**config.mk**
```make
export PLATFORM = sky130hd
export DESIGN_NAME = gfb_round_cell
export DESIGN_NICKNAME = d
export VERILOG_FILES = /design/src/rtl/gost_feistel_block_cipher_defines.svh /design/src/rtl/gfb_pkg.sv /design/src/rtl/gfb_round_cell.sv
export SDC_FILE = /design/constraint.sdc
export NUM_CORES = 1
export LEC_CHECK = 0
export ABC_CLOCK_PERIOD_IN_PS = 4100
export BUFFER_PORTS_ARGS = -buffer_cell sky130_fd_sc_hd__buf_2
export CAP_MARGIN = 40
export CORE_AREA = 2 2 153 155
export DETAILED_ROUTE_END_ITERATION = 10
export DIE_AREA = 0 0 155 157
export PLACE_DENSITY = 0.53
export SETUP_SLACK_MARGIN = 0.02
export SYNTH_ARGS = -nofsm -noshare
export SYNTH_HDL_FRONTEND = slang
export SYNTH_SLANG_ARGS = --single-unit
```
**constraint.sdc**
```tcl
create_clock -name i_clk -period 4.1 [get_ports i_clk]
set_input_delay 0.41 -clock i_clk [delete_from_list [all_inputs] [get_ports i_clk]]
set_output_delay 0.41 -clock i_clk [all_outputs]
set_load 0.05 [all_outputs]
```
**src/rtl/gost_feistel_block_cipher_defines.svh**
```systemverilog
// assertion macros for the gost feistel block cipher
`ifndef GOST_FEISTEL_BLOCK_CIPHER_DEFINES_SVH
`define GOST_FEISTEL_BLOCK_CIPHER_DEFINES_SVH

`ifndef ASSERT_OFF
`define GFB_ASSERT(lbl, clk, rst_n, prop, msg) \
    lbl: assert property (@(posedge clk) disable iff (!rst_n) prop) else $error(msg);
`define GFB_ASSERT_NORST(lbl, clk, prop, msg) \
    lbl: assert property (@(posedge clk) prop) else $error(msg);
`else
`define GFB_ASSERT(lbl, clk, rst_n, prop, msg)
`define GFB_ASSERT_NORST(lbl, clk, prop, msg)
`endif

`endif

```
**src/rtl/gfb_pkg.sv**
```systemverilog
// types, s-box table and round function of the gost feistel block cipher
package gfb_pkg;

    localparam int unsigned NumRounds = 32;
    localparam int unsigned NumKeys   = 8;
    localparam int unsigned RotAmount = 11;

    typedef logic [NumKeys-1:0][31:0] t_key;

    typedef struct packed {
        logic        valid;
        logic        dec;
        logic [31:0] a;
        logic [31:0] b;
    } t_stage;

    localparam logic [3:0] SBOX [0:7][0:15] = '{
        '{4'd12, 4'd4, 4'd6, 4'd2, 4'd10, 4'd5, 4'd11, 4'd9,
          4'd14, 4'd8, 4'd13, 4'd7, 4'd0, 4'd3, 4'd15, 4'd1},
        '{4'd6, 4'd8, 4'd2, 4'd3, 4'd9, 4'd10, 4'd5, 4'd12,
          4'd1, 4'd14, 4'd4, 4'd7, 4'd11, 4'd13, 4'd0, 4'd15},
        '{4'd11, 4'd3, 4'd5, 4'd8, 4'd2, 4'd15, 4'd10, 4'd13,
          4'd14, 4'd1, 4'd7, 4'd4, 4'd12, 4'd9, 4'd6, 4'd0},
        '{4'd12, 4'd8, 4'd2, 4'd1, 4'd13, 4'd4, 4'd15, 4'd6,
          4'd7, 4'd0, 4'd10, 4'd5, 4'd3, 4'd14, 4'd9, 4'd11},
        '{4'd7, 4'd15, 4'd5, 4'd10, 4'd8, 4'd1, 4'd6, 4'd13,
          4'd0, 4'd9, 4'd3, 4'd14, 4'd11, 4'd4, 4'd2, 4'd12},
        '{4'd5, 4'd13, 4'd15, 4'd6, 4'd9, 4'd2, 4'd12, 4'd10,
          4'd11, 4'd7, 4'd8, 4'd1, 4'd4, 4'd3, 4'd14, 4'd0},
        '{4'd8, 4'd14, 4'd2, 4'd5, 4'd6, 4'd9, 4'd1, 4'd12,
          4'd15, 4'd4, 4'd11, 4'd0, 4'd13, 4'd10, 4'd3, 4'd7},
        '{4'd1, 4'd7, 4'd14, 4'd13, 4'd0, 4'd5, 4'd8, 4'd3,
          4'd4, 4'd15, 4'd10, 4'd6, 4'd9, 4'd12, 4'd11, 4'd2}
    };

    // encryption schedule: words 0..7 three times, then 7..0
    function automatic logic [2:0] key_index(input logic [4:0] rnd);
        logic [2:0] idx;
        if (rnd[4:3] != 2'b11) begin
            idx = rnd[2:0];
        end else begin
            idx = 3'd7 - rnd[2:0];
        end
        return idx;
    endfunction

    function automatic logic [31:0] round_fn(input logic [31:0] half,
                                             input logic [31:0] subkey);
        logic [31:0] sum;
        logic [31:0] sub;
        sum = half + subkey;
        for (int i = 0; i < 8; i++) begin
            sub[31-4*i -: 4] = SBOX[i][sum[31-4*i -: 4]];
        end
        return {sub[31-RotAmount:0], sub[31:32-RotAmount]};
    endfunction

endpackage

```
**src/rtl/gfb_round_cell.sv**
```systemverilog
// one feistel round cell with its pipeline register
module gfb_round_cell #(
    parameter int unsigned ROUND = 0
) (
    input  logic            i_clk,
    input  logic            i_rst_n,
    input  gfb_pkg::t_key   i_key,
    input  gfb_pkg::t_stage i_stage,
    output gfb_pkg::t_stage o_stage
);

    localparam logic [4:0] RndEnc = 5'(ROUND);
    localparam logic [4:0] RndDec = 5'(gfb_pkg::NumRounds - 1 - ROUND);

    logic [2:0]      w_kidx;
    logic [31:0]     w_subkey;
    gfb_pkg::t_stage n_stage;
    gfb_pkg::t_stage r_stage;

    always_comb begin
        w_kidx   = i_stage.dec ? gfb_pkg::key_index(RndDec) : gfb_pkg::key_index(RndEnc);
        w_subkey = i_key[w_kidx];
        n_stage.valid = i_stage.valid;
        n_stage.dec   = i_stage.dec;
        n_stage.a     = i_stage.b ^ gfb_pkg::round_fn(i_stage.a, w_subkey);
        n_stage.b     = i_stage.a;
    end

    always_ff @(posedge i_clk) begin
        if (!i_rst_n) begin
            r_stage.valid <= 1'b0;
        end else begin
            r_stage.valid <= n_stage.valid;
        end
        r_stage.dec <= n_stage.dec;
        r_stage.a   <= n_stage.a;
        r_stage.b   <= n_stage.b;
    end

    assign o_stage = r_stage;

endmodule

```
# After elaboration in Yosys (flattened, before gate mapping)
# Memory sizes are Yosys's and may differ from the RTL's.
# Cells that the tools add are included.
[totals] output_inout_bits=66 in_bits=324 mem_count=8 register_bits=66 elab_cells=46 mem_bits_ro=512
[op_classes] n_mux=16 bitwise_logic=9 addsub=1 order_cmp=8
[mem_list] name="(name not given)" depth=16 word_bits=4 read_ports=1 rd_clocked_by_memory_dff=0 write_ports=0 line="gfb_pkg.sv:53" text="sub[31-4*i -: 4] = SBOX[i][sum[31-4*i -: 4]];"
[mem_list] name="(name not given)" depth=16 word_bits=4 read_ports=1 rd_clocked_by_memory_dff=0 write_ports=0 line="gfb_pkg.sv:53"
[mem_list] name="(name not given)" depth=16 word_bits=4 read_ports=1 rd_clocked_by_memory_dff=0 write_ports=0 line="gfb_pkg.sv:53"
[mem_list] name="(name not given)" depth=16 word_bits=4 read_ports=1 rd_clocked_by_memory_dff=0 write_ports=0 line="gfb_pkg.sv:53"
[mem_list] name="(name not given)" depth=16 word_bits=4 read_ports=1 rd_clocked_by_memory_dff=0 write_ports=0 line="gfb_pkg.sv:53"
[mem_list] name="(name not given)" depth=16 word_bits=4 read_ports=1 rd_clocked_by_memory_dff=0 write_ports=0 line="gfb_pkg.sv:53"
[mem_list] name="+2 memories"
[ops] operator="$mux W4" n=16
[ops] operator="$ge A5 B5 Y1 const B" n=8
[ops] operator="$not A4 Y5" n=8
[ops] operator="$add A32 B32 Y32" n=1
[ops] operator="$xor A32 B32 Y32" n=1

# Longest topological paths before layout
# Gate-level depths: netlist (run 1).
[logic_depth] depth_word=6 depth_mapped=14 ltp_nobuf=14

# Worst setup path after synthesis (run 1)
# Ideal clock, no wire load.
[synth_timing] path_kind="input to register" start="input port i_key[0] (netlist bit)" end="register r_stage (netlist bit o_stage[40])" required_ns=4.028 setup_slack_ns=0.932 stages=14 setup_time_ns=0.072 arrival_ns=3.097 n_path_buf=0 cell_sequence="ha_1 -> fa_1 -> a211oi_2 -> o21bai_2 -> o211ai_1 -> a21oi_2 -> a21oi_1 -> o21ai_1 -> xnor2_1 -> ha_1 -> xnor2_1 -> nand2_1 -> o21ai_1 -> xor2_1"
[synth_rtl] item="from (decl)" line="gfb_round_cell.sv:7" text="input gfb_pkg::t_key i_key,"
[synth_rtl] item="to (decl)" line="gfb_round_cell.sv:18" text="gfb_pkg::t_stage r_stage;"

==> results.ini, run 1 <==
[grt]
grt_usage_pct=13.8
grt_first_pass_wirelength_um=24900
gr-total-overflow=0
antenna_found_initial=6
grt_start_max_net_pins=14
grt_pass1_vias=4372

[setup_path]
path_cells=buf_2 > ha_1 > fa_1 > a211oi_2 > o21bai_2 > o211ai_1 > a21oi_2 > xnor2_1 > inv_1 > ha_1 > mux4_2 > xnor2_1
endpoint_kind=register
path_class=in -> reg
startpoint_type=input port
crit_cells=12
critPathRequiredTime_ns=4.33
path_buf_inv=2
cp.arrival_ns=3.49
slowest_stage=mux4_2
cp_max_fo=5
cpLargestDelayFamily=compound AO/OA/AOI/OAI gates
slowest_delay_ns=0.48

[timing]
relSlewSlack_pct=48.5
tightest_slew_ns=0.767
setup_viol_count_final=0
finalMaxSlewViolations=0
period_share_pct=79.7
hold_viol_final=0
fmax_mhz=306
min_period_ns=3.27
rsz0062_at_grt=false
setup_tns_ns=0

[clock_tree]
path_clk_slew_ns=0.06
cts_hold_buf=0
cts.repair.resized=0
postCtsSetupRepairBufs=0
cts_buffer_depth=2
h-tree-depth=3
cts-root-buf=clkbuf_16
cts_inserted_buffers=9
clock_sinks=66
cts_tree=yes

[synthesis]
avgSynthCellArea_sq_um=8.96
synthArstFlopShare_pct=0
synth-edff-count=0
synth_warnings=0
synth-xor-area-share_pct=10.9
synth_fp_nets=954
yosys.area_share.simple_pct=16.1
synth-adder-area-share_pct=15.3
synth_mux_area_share_pct=6.06
yosysUniqueCellTypes=78
synth-compound-area-share_pct=21.7
synth_top_family_by_area=compound AO/OA/AOI/OAI gates
seq_area_frac_synth_pct=25.9
synth.cell_area_sq_mm=0.00510
synth_ff_type=dfxtp_1
ys_seq_elements=66
netlist_instances=569

[detailed_routing]
num_vias=4621
wl_met2_um=5910
routed_via_density=4.52
met1_length_um=8550
routed_wirelength_um=16700
wl_met3_um=2070
detail-route-antenna-nets=0
maxUsedRoutingLayer=met5
drtIter0Drc=238
wl_per_cell_um=16.3
drc=0
dr.pass1.iters=7

[job]
cap_violations=0

[layout]
mostFrequentLayoutCells=buf_2, dfxtp_1, ha_1, nor2_1
fillers=2388
multi_input_area_sq_mm=0.00357
utilization_pct=28.9
layout.area.seq_sq_mm=0.00132
area_delta_synth_final_pct=27.5
final_common_cell=buf_2
drive_above_1_share_pct=31.8
largest_reg_flops=66
layout.nets=1115

[die]
fp.dieH_um=157
start_util_pct=22.7
num_rows=55
dieArea_sq_mm=0.0243
coreArea_sq_mm=0.0225
die_w_um=155
ios=390

[power]
clkPwrFrac_pct=22.8
powerDensity_mw_per_mm2=536
combPwrFrac_pct=52.8
p_seq_share_pct=24.4
p_leak_nw=2.95
ir_drop_mv=0.267
power.internal_w=0.00186
switchingPower_w=0.00163
switching_share_pct=46.7

[placement]
gp_congestion=0.801
io_buffers=165
dp_hpwl_um=14000

[hold_path]
hold_depth=1
hold_path_class=in -> reg

[outcome]
outcome=completed

-- through the flow --
step / power [W] / hold slack, ns / instance area (sq um) / std cells / setup WS [ns]
floorplan: 0.00229 / 0.438 / 5100 / 569 / 0.932
global placement: 0.00270 / 0.514 / 6190 / 1004 / 0.445
detailed placement: 0.00271 / 0.528 / 6190 / 1004 / 0.412
CTS: 0.00355 / 0.164 / 6500 / 1020 / 0.773
global route: 0.00373 / 0.171 / 6500 / 1020 / 0.582
finish: 0.00349 / 0.182 / 6500 / 1022 / 0.834
-- kinds of logic after synthesis --
family	Yosys count
AND/OR/NAND/NOR	163
AO/OA/AOI/OAI	153
flip-flops	66
adder cells (fa/ha/maj)	62
XOR/XNOR	57
buffers and inverters	45
multiplexers	23
-- cells in the mapped netlist, drive strengths merged (3+ instances only) --
cell     n  area [sq um]
nor2b    5          38.8
mux2     3          33.8
and2     5          31.3
clkbuf   3          13.8
xnor2   35           348
nand4    5          31.3
or2      4          27.5
buf     13          82.6
nor2    46           183
and3     5          31.3
o21ai   35           190
mux2i   14           140
dfxtp   66          1320
mux4     6           135
or3      4          25.0
ha      60           751
a211oi  16           178
o211ai  11          82.6
o21bai   5          41.3
inv     29           109
xor2    22           208
a21oi   44           235
nor3    18          95.1
a21o     9          67.6
a31oi    4          31.3
nand3   17          95.1
o21a     6          45.0
o311ai   5          76.3
nand2   42           163
-- area by class of cell --
cell class                      count  share of cell area [%]
Antenna cell                        2                  0.0770
Clock buffer                        9                    3.46
Clock inverter                      7                    1.19
Inverter                           29                    1.67
Multi-Input combinational cell    458                    55.0
Sequential cell                    66                    20.3
Tap cell                          285                    5.48
Timing Repair Buffer              166                    12.8
-- final timing paths --
path / startpoint / end / slack [ns]
setup / recovery: i_stage[32] / o_stage[63] / 0.83
hold / removal: i_stage[48] / o_stage[16] / 0.18
-- power groups by stage --
stage | Clock, W | Sequential (W) | Combinational (W)
floorplan | 0 | 0.00147 | 0.000823
global placement | 0 | 0.000859 | 0.00184
detailed placement | 0 | 0.000861 | 0.00185
CTS | 0.000835 | 0.000853 | 0.00186
global route | 0.000848 | 0.000870 | 0.00201
finish | 0.000796 | 0.000850 | 0.00184
-- metal layers --
metal / up-vias / track usage (%)
met3: 10 / 7.85
met2: 158 / 17.6
met4: 2 / 3.57
li1: 2377 / -
met5: - / 0
met1: 2074 / 19.5
No activity file was read; power rests on OpenSTA's default activity.
==> run 2: changes to the inputs <==
ABC_AREA = 1   (was unset)
ABC_CLOCK_PERIOD_IN_PS = 3200   (was 4100)
PLACE_DENSITY = 0.55   (was 0.53)
clock period = 3.2 ns   (was 4.1 ns; I/O delays follow)
==> results.ini, run 2 <==
[grt]
grt_first_pass_wirelength_um=27900  ; was 24,900 um
grt_start_max_net_pins=14  ; unchanged
gr-total-overflow=0  ; unchanged
grt_pass1_vias=5446  ; was 4,372
antenna_found_initial=3  ; was 6
grt_usage_pct=15.0  ; was 13.8%

[synthesis]
synth-compound-area-share_pct=7.33  ; was 21.7%
synthArstFlopShare_pct=0  ; unchanged
synth_most_common_cell=nand2_1  ; was dfxtp_1
synth-xor-area-share_pct=7.81  ; was 10.9%
yosys.area.top_type=dfxtp_1  ; unchanged
synth_warnings=0  ; unchanged
synth.area.top_cells=dfxtp_1, nand2_1, ha_1  ; was dfxtp_1, ha_1, xnor2_1
netlist.area_leader.share_pct=23.9  ; was 25.9%
synth-edff-count=0  ; unchanged
synth_top_family_by_area=simple AND/OR/NAND/NOR gates  ; was compound AO/OA/AOI/OAI gates
synth_mux_area_share_pct=0  ; was 6.06%
synth_fp_nets=1250  ; was 954
synth_ff_type=dfxtp_1  ; unchanged
netlist_instances=865  ; was 569
yosys.area_share.simple_pct=38.1  ; was 16.1%
avgSynthCellArea_sq_um=6.39  ; was 8.96 sq um
synth-adder-area-share_pct=13.9  ; was 15.3%
synth_common_cells=nand2_1, inv_1, nand3_1  ; was dfxtp_1, ha_1, nor2_1
synth.cell_area_sq_mm=0.00553  ; was 0.00510 sq mm
yosysUniqueCellTypes=37  ; was 78
ys_seq_elements=66  ; unchanged
seq_area_frac_synth_pct=23.9  ; was 25.9%

[detailed_routing]
num_vias=5611  ; was 4,621
drtIter0Drc=267  ; was 238
detail-route-antenna-nets=0  ; unchanged
wl_per_cell_um=13.3  ; was 16.3 um
routed_wirelength_um=17700  ; was 16,700 um
dr.pass1.iters=5  ; was 7
routed_via_density=4.21  ; was 4.52
drc=0  ; unchanged

[clock_tree]
postCtsSetupRepairBufs=0  ; unchanged
cts_buffer_depth=2  ; unchanged
cts-root-buf=clkbuf_16  ; unchanged
clock_sinks=66  ; unchanged
h-tree-depth=3  ; unchanged
path_clk_slew_ns=0.07  ; was 0.06 ns
cts_hold_buf=0  ; unchanged
cts.repair.resized=0  ; unchanged
cts_inserted_buffers=9  ; unchanged
cts_tree=yes  ; unchanged

[layout]
layout.nets=1427  ; was 1,115
area_delta_synth_final_pct=27.1  ; was 27.5%
largest_reg_flops=66  ; unchanged
utilization_pct=31.2  ; was 28.9%
drive_above_1_share_pct=22.3  ; was 31.8%
mostFrequentLayoutCells=nand2_1, buf_2, inv_1, nand3_1, dfxtp_1  ; was buf_2, dfxtp_1, ha_1, nor2_1
final_common_cell=nand2_1  ; was buf_2

[timing]
timing.hold.ws_ns=0.0766  ; was 0.182 ns
rsz0062_at_grt=false  ; unchanged
finalMaxSlewViolations=0  ; unchanged
relSlewSlack_pct=66.1  ; was 48.5%
hold_viol_final=0  ; unchanged
tightest_slew_ns=0.505  ; was 0.767 ns
setup_tns_ns=0  ; unchanged
fmax_mhz=385
period_share_pct=81.1
setup_viol_count_final=0  ; unchanged
min_period_ns=2.60
layout_setup_ws_ns=0.604  ; was 0.834 ns

[job]
cap_violations=0  ; unchanged

[power]
ir_drop_mv=0.440  ; was 0.267 mV
powerDensity_mw_per_mm2=611  ; was 536 mW/mm^2
p_leak_nw=3.98  ; was 2.95 nW

[die]
coreArea_sq_mm=0.0225  ; unchanged
start_util_pct=24.6  ; was 22.7%
ios=390  ; unchanged
dieArea_sq_mm=0.0243  ; unchanged
die_w_um=155  ; unchanged
fp.dieH_um=157  ; unchanged
num_rows=55  ; unchanged

[setup_path]
path_class=in -> reg  ; unchanged
crit_cells=14  ; was 12
cpLargestDelayFamily=adder cells  ; was compound AO/OA/AOI/OAI gates
cp.arrival_ns=2.86  ; was 3.49 ns
startpoint_type=input port  ; unchanged
endpoint_kind=register  ; unchanged
critPathRequiredTime_ns=3.46  ; was 4.33 ns
path_buf_inv=2  ; unchanged
path_cells=buf_2 > ha_1 > fa_1 > nand3_1 > nand3_1 > nand2_1 > nand2_2 > xnor2_1 > inv_1 > ha_1 > nand2_1 > o21ai_0 > o21ai_1 > xor2_1  ; was buf_2 > ha_1 > fa_1 > a211oi_2 > o21bai_2 > o211ai_1 > a21oi_2 > xnor2_1 > inv_1 > ha_1 > mux4_2 > xnor2_1
slowest_stage=fa_1  ; was mux4_2
cp_max_fo=5  ; unchanged
slowest_delay_ns=0.45  ; was 0.48 ns

[hold_path]
hold_path_class=in -> reg  ; unchanged
hold_depth=1  ; unchanged

[placement]
io_buffers=165  ; unchanged
gp_congestion=0.827  ; was 0.801
dp_hpwl_um=15100  ; was 14,000 um
place_ws_ns=0.264  ; was 0.412 ns

[outcome]
outcome=completed  ; unchanged

[run 2: cell count changes after synthesis, moves of 7 or more]
cell / delta
nand2_2: +22
inv_1: +95
a21oi_1: -14
buf_2: -9
nor3_1: -16
xor2_1: -9
a21o_1: -7
xnor2_1: -12
mux2i_1: -14
nand2_1: +293
a211oi_2: -9
nand3_1: +55
[run 2: metrics by stage]
stage          power (W)  cell area (sq um)  instances
6_report         0.00429               7030       1333
2_1_floorplan    0.00271               5530        865
3_5_place_dp     0.00326               6720       1316
3_3_place_gp     0.00325               6720       1316
5_1_grt          0.00464               7030       1333
4_1_cts          0.00435               7020       1332
[run 2: area by class of cell]
class / instances / area, sq um
diodes: 1 / 2.50
clock buffers: 9 / 225
clock inverters: 7 / 77.6
fillers: 2530 / 15500
inverters: 130 / 488
multi-input cells: 668 / 3710
flip-flops and latches: 66 / 1320
well taps: 285 / 357
repair buffers: 167 / 841
[run 2: cell families (layout without fill, tap and decap cells)]
group | Yosys count | in the layout
xor+xnor | 39 | 39
buf+inv | 131 | 313
other cells | 0 | 1
fa+ha+maj | 61 | 61
flops | 66 | 66
simple gates | 497 | 497
compound gates | 71 | 71
[run 2: metal layers]
| layer | GRT usage [%] | share of wire (%) |
|---|---|---|
| met1 | 20.4 | 51 |
| met4 | 4.23 | 1.8 |
| met3 | 7.41 | 11 |
| met2 | 20.6 | 36 |
| met5 | 0 | 0.096 |
[run 2: final timing paths]
kind | from | to | slack (ns)
max | i_key[0] | o_stage[51] | 0.60
min | i_stage[64] | o_stage[64] | 0.08
[run 2: where the power goes]
group | switching (W) | internal (W)
clock network | 0.000445 | 0.000611
registers | 0.0000402 | 0.000997
logic | 0.00157 | 0.000625
